File: src/rtl/core/sorted_table_insert_delete_macros.svh
// ----------------------------------------------------------------------------
// Sorted table assertion macros
// Concurrent check wrappers that compile away for synthesis.
// ----------------------------------------------------------------------------
`ifndef SORTED_TABLE_INSERT_DELETE_MACROS_SVH
`define SORTED_TABLE_INSERT_DELETE_MACROS_SVH

`ifndef SYNTHESIS
// Hold prop on every clock edge outside reset.
`define STID_ASSERT(lbl, clk, rstn, prop) \
  lbl: assert property (@(posedge clk) disable iff (!rstn) (prop)) \
    else $error("sorted table check failed");
// Require cons in the cycle after ante.
`define STID_ASSERT_NEXT(lbl, clk, rstn, ante, cons) \
  lbl: assert property (@(posedge clk) disable iff (!rstn) (ante) |=> (cons)) \
    else $error("sorted table sequence check failed");
`else
`define STID_ASSERT(lbl, clk, rstn, prop)
`define STID_ASSERT_NEXT(lbl, clk, rstn, ante, cons)
`endif

`endif

File: src/rtl/core/stid_pkg.sv
// ----------------------------------------------------------------------------
// Sorted table package
// Sizes, command and status codes, and the control bundle sent to the cells.
// ----------------------------------------------------------------------------
package stid_pkg;

  localparam int CAPACITY = 64;
  localparam int CNT_W    = $clog2(CAPACITY + 1);
  localparam int VAL_W    = 32;

  typedef enum logic [1:0] {
    CMD_CLEAR  = 2'd0,
    CMD_INSERT = 2'd1,
    CMD_DELETE = 2'd2,
    CMD_SEARCH = 2'd3
  } cmd_t;

  typedef enum logic [1:0] {
    ST_OK        = 2'd0,
    ST_FULL      = 2'd1,
    ST_NOT_FOUND = 2'd2
  } status_t;

  // Broadcast to every cell in the row.
  typedef struct packed {
    logic                    ins;
    logic                    del;
    logic signed [VAL_W-1:0] value;
  } stid_ctl_t;

  // Per-cell compare results.
  typedef struct packed {
    logic lt;
    logic eq;
  } stid_flag_t;

endpackage

File: src/rtl/core/stid_cell.sv
// ----------------------------------------------------------------------------
// Sorted table cell
// Holds one entry, compares it with the broadcast value and shifts with its
// neighbors on insert or delete.
// ----------------------------------------------------------------------------
module stid_cell (
  input  logic                                clk,
  input  stid_pkg::stid_ctl_t                 ctl,
  input  logic                                occ,        // entry is in use
  input  logic                                prv_lt,     // left neighbor below value
  input  logic signed [stid_pkg::VAL_W-1:0]   prv_entry,
  input  logic signed [stid_pkg::VAL_W-1:0]   nxt_entry,
  output stid_pkg::stid_flag_t                flag,
  output logic signed [stid_pkg::VAL_W-1:0]   entry
);

  logic signed [stid_pkg::VAL_W-1:0] entry_r;
  logic signed [stid_pkg::VAL_W-1:0] entry_nxt;

  always_comb begin
    flag.lt   = occ && (entry_r < ctl.value);
    flag.eq   = occ && (entry_r == ctl.value);
    entry_nxt = entry_r;
    if (ctl.ins && !flag.lt) begin
      // first cell at or above the value takes it, the rest shift up
      entry_nxt = prv_lt ? ctl.value : prv_entry;
    end else if (ctl.del && !flag.lt) begin
      entry_nxt = nxt_entry;
    end
  end

  always_ff @(posedge clk) begin
    entry_r <= entry_nxt;
  end

  assign entry = entry_r;

endmodule

File: config.mk
export PLATFORM = sky130hd
export DESIGN_NAME = stid_cell
export DESIGN_NICKNAME = d
export VERILOG_FILES = /design/src/rtl/core/sorted_table_insert_delete_macros.svh /design/src/rtl/core/stid_pkg.sv /design/src/rtl/core/stid_cell.sv
export SDC_FILE = /design/constraint.sdc
export NUM_CORES = 1
export LEC_CHECK = 0
export BUFFER_PORTS_ARGS = -buffer_cell sky130_fd_sc_hd__buf_2
export CORE_MARGIN = 2
export CORE_UTILIZATION = 51
export CTS_BUF_LIST = sky130_fd_sc_hd__clkbuf_4
export CTS_CLUSTER_SIZE = 25
export DETAILED_ROUTE_END_ITERATION = 7
export PLACE_DENSITY_LB_ADDON = 0.2
export SYNTH_ARGS = -nofsm -noshare
export SYNTH_HDL_FRONTEND = slang
export SYNTH_SLANG_ARGS = --single-unit
File: constraint.sdc
create_clock -name clk -period 6.9 [get_ports clk]
set_clock_uncertainty 0.1 [all_clocks]
set_input_delay 1.38 -clock clk [delete_from_list [all_inputs] [get_ports clk]]
set_output_delay 1.38 -clock clk [all_outputs]
set_load 0.005 [all_outputs]
After elaboration in Yosys (flattened, before gate mapping)
Cells that the tools add are included.

storage, ports and cells
  bits in writable memories = 0
  logic and storage cells = 12
  bits in registers = 32
  output and inout bits = 34
  bits in read-only memories = 0
  latch bits = 0
  bits of input ports = 101
  memories kept = 0

operators by class
  muxes and demuxes = 3
  add/sub/neg operators = 0
  divide/modulo/power cells = 0
  magnitude comparators = 1
  multipliers = 0
  bitwise operators = 0
  reductions and logical operators = 6
  equal/unequal tests = 1
  shifts and indexed selects = 0

operator list
  operator           number
  $mux 32            3
  $eq 32x32->1       1
  $lt 32x32->1       1
  $logic_and 1x1->1  4
  $reduce_bool 2->1  1
  $logic_not 1->1    1

Logic depth before layout (Yosys ltp)
Gate-level depths: netlist (run 1).

  word-level depth = 6
  mapped depth = 9
  depth with buffers taken out = 8

Worst setup path before layout (run 1)
Ideal clock, no wire load.

  path kind = input port to flip-flop
  start = input ctl[14] (netlist name)
  end = register entry_r, in the netlist entry[0] (enable)
  slack = 2.216 ns
  path buffers = 0
  setup time = 0.422 ns
  stages = 8
  arrival time = 4.162 ns
  required time = 6.378 ns
  path through = inv_1 -> ha_1 -> nand4_1 -> nor4_1 -> a21bo_2 -> a31oi_2 -> o21ai_0 -> nor2_1

RTL lines
  item                    RTL line         RTL
  start: declaration      stid_cell.sv:8   input stid_pkg::stid_ctl_t ctl,
  end signal: assignment  stid_cell.sv:33  entry_r <= entry_nxt;
  end: declaration        stid_cell.sv:17  logic signed [stid_pkg::VAL_W-1:0] entry_r;

==> results of run 1 <==
## power breakdown
part,internal [uW],switching (uW),total [uW]
combinational,133,128,261
clock,47.0,63.2,110
sequential,272,21.0,293
## kinds of logic (layout without fill, tap and decap cells)
| kind of cell | after synthesis | count (layout) | synth area share |
|---|---|---|---|
| buf+inv | 40 | 175 | 0.06679 |
| simple gates | 30 | 30 | 0.05760 |
| flops | 32 | 32 | 0.3717 |
| fa+ha+maj | 32 | 32 | 0.1549 |
| compound gates | 28 | 28 | 0.07019 |
| mux | 64 | 64 | 0.2788 |
## worst paths after layout
check	startpoint	end	cells past startpoint
setup reg to reg	entry[17]	entry[31]	7
setup / recovery	ctl[17]	flag[1]	9
hold reg to reg	entry[31]	entry[3]	4
hold / removal	nxt_entry[5]	entry[5]	2
## area by class of cell
cell class,instances,area (sq um),area share
tap,67,83.83,0.02499
clock buffer,7,52.55,0.01567
inverter,33,123.9,0.03693
timing repair buffer,134,670.6,0.1999
multi-input combinational,154,1459,0.4349
sequential,32,960.9,0.2865
clock inverter,1,3.754,0.001119
## critical path: cells and delay by family
family | cells | cell delay [ns]
AO/OA/AOI/OAI | 4 | 1.06
AND/OR/NAND/NOR | 1 | 0.39
buffers and inverters | 3 | 0.32
adder cells (fa/ha/maj) | 1 | 0.30
## cells in the mapped netlist, drive strengths merged
| cell type | number | area share |
|---|---|---|
| a31oi | 1 | 0.0048 |
| nor4 | 2 | 0.0048 |
| nor2 | 6 | 0.0087 |
| nand3 | 2 | 0.0039 |
| clkbuf | 4 | 0.0058 |
| edfxtp | 32 | 0.37 |
| a221o | 1 | 0.0039 |
| a22oi | 1 | 0.0029 |
| nand2 | 11 | 0.016 |
| o21ai | 6 | 0.012 |
| mux2 | 64 | 0.28 |
| ha | 32 | 0.15 |
| a21oi | 15 | 0.029 |
| a21bo | 1 | 0.0039 |
| buf | 3 | 0.013 |
| or3 | 1 | 0.0044 |
| nand4 | 5 | 0.012 |
| inv | 33 | 0.048 |
| nand3b | 1 | 0.0029 |
| o211ai | 2 | 0.011 |
| nor2b | 1 | 0.0024 |
| a21o | 1 | 0.0029 |
| and3 | 1 | 0.0024 |
## metal layers
metal	up-vias	wire, microns	track usage
met5	-	0	0
met1	1018	2459	0.2555
met4	0	70	0.06433
met3	7	371	0.04685
met2	84	2942	0.3733
li1	1094	-	-
## stage by stage
| step | hold slack [ns] | total power (uW) |
|---|---|---|
| finish | 1.228 | 663.7 |
| global route | 1.224 | 715.0 |
| CTS | 1.216 | 670.5 |
| detailed placement | 1.412 | 560.3 |
| global placement | 1.405 | 551.2 |
| floorplan | 1.039 | 456.0 |
==> out/results.ini, run 1 <==
[drt]
detail-route-antenna-nets=0
vias=2203
wl_microns=5844
drc=0
avgRoutedWirePerCell_microns=13.65
firstDrtPassIters=4
drt_iter0_markers=36
viasPerCell=5.147

[setup_path]
crit_required_ns=5.42
crit_type=in -> out
startpoint_type=input port
cp-end-kind=output port
cp_slowest_stage_delay_ns=0.39
cp.arrival_ns=3.45
crit_chain=buf_2 > inv_1 > ha_1 > a21oi_1 > o21ai_0 > a221o_1 > or3_4 > o21ai_0 > buf_2
crit_slowest_cell=a221o_1
rrSetupSlack_ns=3.48
worstPathMaxFanout=2

[cts]
htree_levels=2
clk_path_buf_depth=2
numCtsBuffers=5
path_clk_slew_ns=0.10
cts.sinks=32
clockRootBuffer=clkbuf_4
cts_tree=done
hold_buffers=0
cts_resized=0
post_cts_buffers=0
clock_latency_ns=0.33

[synthesis]
syn-num-nets=359
synthesis.area_sq_um=2585
yosysUniqueCellTypes=25
synthCells=226
yosysWarnings=0
yosysSeqAreaShare=0.3717
yosys_register_bits=32
syn_area_per_cell_sq_um=11.44

[place]
post-place-ws_ns=1.985
placed_area_sq_um=3298
dp_cells=420
place.port_buffers=134
dp_hpwl_microns=4676
place.gp.congestion=0.7593

[sta]
tns_ns=0
hold_viol=0
relSlewSlack=0.2835
slew_violations=0
post-route-min-period_ns=4.930
worst_pin_slew_ns=1.070
fin_ws_ns=1.970
fmax_mhz=202.8
rsz0062_at_grt=false
setup_viol=0
layout_worst_path_cycle_share=0.7145

[cells_and_area]
final_net_count=493
final_area_sq_um=3354
areaGrowthSynthToFinish_pct=29.77
fin_cells=428
largest_reg_flops=32
antennaDiodeCount=0
fillers=417
final_common_cell=buf_2
layout-drive-gt1-share=0.5762
most-common-layout-cells=buf_2 (134), mux2_2 (62), inv_1 (33), ha_1 (32), edfxtp_1 (32)
fin_util=0.6964

[floorplanning]
ios=135
start_util=0.5366
row_count=25
die-area_sq_um=5654
die_h_microns=75.20
core_area_sq_um=4817
dieWidth_microns=75.20

[global_routing]
grt_pass1_wl_microns=9004
grt_overflow=0
grt_pass1_vias=2131
grt_max_degree=33
grt_util_all_layers=0.2106
antenna_found_initial=0

[pwr]
p_leak_uw=0.001661
ir_drop_v=0.0001298
power_density_nw_per_um2=197.9

[min_path]
hold_path.class=in -> reg

[flow_run]
cap_violations=0

[run_status]
outcome=finished, final reports clean

Note: power is estimated with default switching activity, not from simulation.
==> run 2, diff against run 1 <==
Settings changed: CORE_UTILIZATION 51 to 43.
Clock period 6.9 ns to 4.4 ns, I/O delays scaled along.
==> run 2 against run 1 <==
  * Critical path depth is the same
  * First-iteration DRC count grew 39%
  * Global-route usage shrank 3.0 points
  * Final area grew 1.3%
  * Die area grew 18%
  * Clock power grew 60%
  * Sequential power grew 56%
  * Critical path type unchanged
  * Critical endpoint unchanged
  * Largest cell class unchanged
==> out/results.ini, run 2 (same netlist as run 1, synthesis figures left out) <==
[cts]
numCtsBuffers=5  ; unchanged
post_cts_buffers=0  ; unchanged
htree_levels=2  ; unchanged
clockRootBuffer=clkbuf_4
clock_latency_ns=0.34  ; about the same
clk_path_buf_depth=2  ; unchanged
cts.sinks=32  ; unchanged
hold_buffers=0  ; unchanged
path_clk_slew_ns=0.10  ; about the same
cts_tree=done
cts_resized=0  ; unchanged

[drt]
detail-route-antenna-nets=0  ; unchanged
drt_iter0_markers=50  ; +39%
viasPerCell=4.866  ; -5.5%
drc=0  ; unchanged
wl_microns=5873  ; +0.50%
firstDrtPassIters=4  ; unchanged
avgRoutedWirePerCell_microns=13.38  ; -2.0%
vias=2136  ; -3.0%

[sta]
layout_worst_path_cycle_share=0.8860
rsz0062_at_grt=false
tns_ns=0  ; unchanged
fmax_mhz=256.5
relSlewSlack=0.5049  ; +0.2215
slew_violations=0  ; unchanged
setup_viol=0  ; unchanged
worst_pin_slew_ns=0.7426  ; -0.3271 ns
hold_viol=0  ; unchanged
post-route-min-period_ns=3.898

[place]
placed_area_sq_um=3343  ; +1.4%
place.port_buffers=134  ; unchanged
place.gp.congestion=0.7497  ; -1.3%
dp_hpwl_microns=4854  ; +3.8%

[floorplanning]
die_h_microns=81.54  ; +8.4%
row_count=28  ; +12%
start_util=0.4418  ; -0.09479
die-area_sq_um=6648  ; +18%
ios=135  ; unchanged
dieWidth_microns=81.54  ; +8.4%
core_area_sq_um=5851  ; +21%

[setup_path]
crit_slowest_cell=a221o_1
crit_chain=buf_2 > inv_1 > ha_1 > a21oi_1 > o21ai_0 > a221o_1 > or3_4 > o21ai_0 > buf_2
cp.arrival_ns=2.92  ; -0.53 ns
critPathTopFamily=compound AO/OA/AOI/OAI gates
cp-end-kind=output port
crit_type=in -> out
crit_required_ns=3.42  ; -2.00 ns
startpoint_type=input port
critPathBufInv=3  ; unchanged
worstPathMaxFanout=2  ; unchanged
cp_slowest_stage_delay_ns=0.39  ; about the same

[flow_run]
cap_violations=0  ; unchanged

[pwr]
ir_drop_v=0.0001716  ; +32%
p_leak_uw=0.001680  ; +1.1%
power_density_nw_per_um2=309.8  ; +57%

[cells_and_area]
largest_reg_flops=32  ; unchanged
antennaDiodeCount=0  ; unchanged
areaGrowthSynthToFinish_pct=31.51
final_common_cell=buf_2
most-common-layout-cells=buf_2 (134), mux2_2 (62), inv_1 (33), ha_1 (32), edfxtp_1 (32)
final_area_sq_um=3400  ; +1.3%
final_net_count=496  ; +0.61%
layout-drive-gt1-share=0.5797  ; +0.003493

[run_status]
outcome=finished, final reports clean

[min_path]
hold_path.class=in -> reg

[global_routing]
grt_overflow=0  ; unchanged
grt_pass1_wl_microns=9149  ; +1.6%
grt_pass1_vias=2048  ; -3.9%
grt_util_all_layers=0.1809  ; -0.02967
antenna_found_initial=0  ; unchanged
grt_max_degree=33  ; unchanged

[run 2: report_power, final]
group	leakage (uW)	total [uW]	switching [uW]	internal (uW)
registers	0.000317	456	31.6	425
logic	0.00133	421	202	219
clock network	0.0000338	176	102	73.7
total	0.00168	1050	336	717
[run 2: worst paths after layout]
path / cells after the start / startpoint / endpoint / slack (ns)
hold / removal: 2 / nxt_entry[5] / entry[5] / 0.73
hold reg to reg: 5 / entry[31] / entry[8] / 1.25
setup reg to reg: 8 / entry[14] / entry[15] / 1.31
setup / recovery: 9 / ctl[19] / flag[1] / 0.50
[run 2: routing by layer]
layer	share of wire	global-route usage
met1	0.42	0.2231
met2	0.49	0.3057
met3	0.080	0.05055
met5	0	0
met4	0.015	0.05763
[run 2: final cells by class]
cell class	instances	area (sq um)
clock buffer	7	52.55
fill	520	2451
multi-input combinational	154	1459
inverter	33	123.9
sequential	32	960.9
tap	75	93.84
clock inverter	1	3.754
timing repair buffer	137	705.7
[run 2: through the flow]
step | util | instances | hold WS, ns | setup slack (ns) | total power (uW)
after floorplan | - | 226 | 0.9839 | 0.2164 | 715.1
after global placement | 0.5714 | 431 | 1.080 | 0.4975 | 881.0
after detailed placement | 0.5714 | 431 | 1.077 | 0.5068 | 892.7
after CTS | 0.5811 | 439 | 0.7135 | 0.4947 | 1071
after global routing | 0.5811 | 439 | 0.7164 | 0.3415 | 1140
final | 0.5811 | 439 | 0.7323 | 0.5017 | 1053
==> run 3, diff against run 2 <==
Settings changed: PLACE_DENSITY from default to 0.8, PLACE_DENSITY_LB_ADDON 0.2 to default.
==> run 3 against run 2 <==
  * Clock power fell by 2%
  * First-iteration DRC count grew 6.0%
  * Register-to-register slack improved by 0.03 ns
  * Worst setup slack worse by 0.017 ns
  * Largest power group unchanged
  * Critical path depth is the same
  * Die area is the same
  * Combinational power barely moved
==> out/results.ini, run 3 (same netlist as run 1, synthesis figures left out) <==
[cells_and_area]
final_net_count=496  ; unchanged
most-common-layout-cells=buf_2 (134), mux2_2 (62), inv_1 (33), ha_1 (32), edfxtp_1 (32)
antennaDiodeCount=0  ; unchanged
areaGrowthSynthToFinish_pct=31.03
final_area_sq_um=3387  ; -0.37%
largest_reg_flops=32  ; unchanged
final_common_cell=buf_2
layout-drive-gt1-share=0.5797  ; unchanged
fillers=519  ; -0.19%

[setup_path]
r2r_start=entry[13]
reg2reg_depth=8  ; unchanged
reg2reg_to=entry[15]
crit_type=in -> out
critPathTopFamily=compound AO/OA/AOI/OAI gates
crit_chain=buf_2 > inv_1 > ha_1 > a21oi_1 > o21ai_0 > a221o_1 > or3_4 > o21ai_0 > buf_2
critPathBufInv=3  ; unchanged
crit_slowest_cell=a221o_1
cp_slowest_stage_delay_ns=0.39  ; about the same
startpoint=ctl[19]
startpoint_type=input port
cp.arrival_ns=2.93  ; about the same
worstPathMaxFanout=2  ; unchanged
cp-end-kind=output port
crit_required_ns=3.42  ; about the same
rrSetupSlack_ns=1.34  ; +0.03 ns

[run_status]
outcome=finished, final reports clean

[pwr]
pwr-share-clk=0.163  ; -0.004
p_leak_uw=0.001675  ; -0.29%
p_int_uw=713.7  ; -0.49%
ir_drop_v=0.0001768  ; +3.0%
power_frac_seq=0.435  ; +0.002
p_sw_uw=338.0  ; +0.66%
power_density_nw_per_um2=310.5  ; +0.25%
combPwrFrac=0.402  ; +0.002
sw_frac_of_total=0.3214  ; +0.002504

[drt]
avgRoutedWirePerCell_microns=14.47  ; +8.2%
vias=2205  ; +3.2%
drc=0  ; unchanged
viasPerCell=5.023  ; +3.2%
drt_iter0_markers=53  ; +6.0%
wl_microns=6352  ; +8.2%
detail-route-antenna-nets=0  ; unchanged
firstDrtPassIters=4  ; unchanged

[cts]
numCtsBuffers=5  ; unchanged
path_clk_slew_ns=0.10  ; about the same
clockRootBuffer=clkbuf_4
clock_latency_ns=0.32  ; -0.02 ns
post_cts_buffers=0  ; unchanged
hold_buffers=0  ; unchanged
cts_resized=0  ; unchanged
cts_tree=done
cts.sinks=32  ; unchanged
htree_levels=2  ; unchanged
clk_path_buf_depth=2  ; unchanged

[global_routing]
use_met2=0.3648  ; +0.05902
busiest_layer=met2
grt_pass1_wl_microns=9832  ; +7.5%
use_met3=0.03736  ; -0.01319
antenna_found_initial=0  ; unchanged
met1_usage=0.2161  ; -0.007080
grt_pass1_vias=2302  ; +12%
grt_util_all_layers=0.1940  ; +0.01303
grt_max_degree=33  ; unchanged
grt_overflow=0  ; unchanged

[min_path]
holdPathStages=2  ; unchanged
hold_end=entry[5]
min-delay-start=nxt_entry[5]
hold_path.class=in -> reg

[sta]
slew_violations=0  ; unchanged
relSlewSlack=0.4899  ; -0.01498
setup_viol=0  ; unchanged
fin_ws_ns=0.4851  ; -0.01656 ns
rsz0062_at_grt=false
fmax_mhz=255.4  ; -0.42%
layout_worst_path_cycle_share=0.8898  ; +0.003763
worst_pin_slew_ns=0.7651  ; +0.02247 ns
hold_viol=0  ; unchanged
tns_ns=0  ; unchanged
post-route-min-period_ns=3.915  ; +0.01656 ns

[floorplanning]
dieWidth_microns=81.54  ; unchanged
die_h_microns=81.54  ; unchanged
row_count=28  ; unchanged
ios=135  ; unchanged
core_area_sq_um=5851  ; unchanged
die-area_sq_um=6648  ; unchanged
start_util=0.4418  ; unchanged

[place]
place.port_buffers=134  ; unchanged
post-place-ws_ns=0.4690  ; -0.03780 ns
placed_area_sq_um=3331  ; -0.37%
dp_hpwl_microns=5174  ; +6.6%
place.gp.congestion=0.7974  ; +6.4%

[flow_run]
cap_violations=0  ; unchanged

[run 3: cell counts in the layout (fill, tap and decap cells not counted)]
Identical to the previous run, type by type.
[run 3: how the worst max path moves through the flow]
stage	end	depth (start not counted)	slack [ns]
4_1_cts	flag[1]	9	0.47
6_report	flag[1]	9	0.49
2_1_floorplan	entry[0]	8	0.22
3_3_place_gp	flag[1]	9	0.51
5_1_grt	flag[1]	9	0.39
3_5_place_dp	flag[1]	9	0.47
[run 3: layer usage]
metal | share of wire | wire (microns) | vias to the layer above
met5 | 0 | 0 | -
met4 | 0.017 | 108 | 0
met3 | 0.058 | 367 | 9
met2 | 0.53 | 3355 | 73
met1 | 0.40 | 2520 | 1021
li1 | - | - | 1102
[run 3: power groups by stage]
stage	Combinational, uW	Clock, uW	Sequential, uW
floorplan	243	0	472
global placement	410	0	460
detailed placement	427	0	465
CTS	429	184	458
global route	472	197	466
finish	423	172	457
[run 3: cell type report]
class / count / area [sq um] / share of cell area
Clock buffer: 7 / 52.55 / 0.01552
Clock inverter: 1 / 3.754 / 0.001108
Inverter: 33 / 123.9 / 0.03657
Multi-Input combinational cell: 154 / 1459 / 0.4307
Sequential cell: 32 / 960.9 / 0.2837
Tap cell: 75 / 93.84 / 0.02771
Timing Repair Buffer: 137 / 693.2 / 0.2047
[run 3: through the flow]
step             util  hold WS (ns)  power, uW  instances
2_1_floorplan       -        0.9839      715.1        226
3_3_place_gp   0.5693         1.075      870.4        431
3_5_place_dp   0.5693         1.085      891.4        431
4_1_cts        0.5789        0.7345       1070        439
5_1_grt        0.5789        0.7209       1135        439
6_report       0.5789        0.7487       1052        439
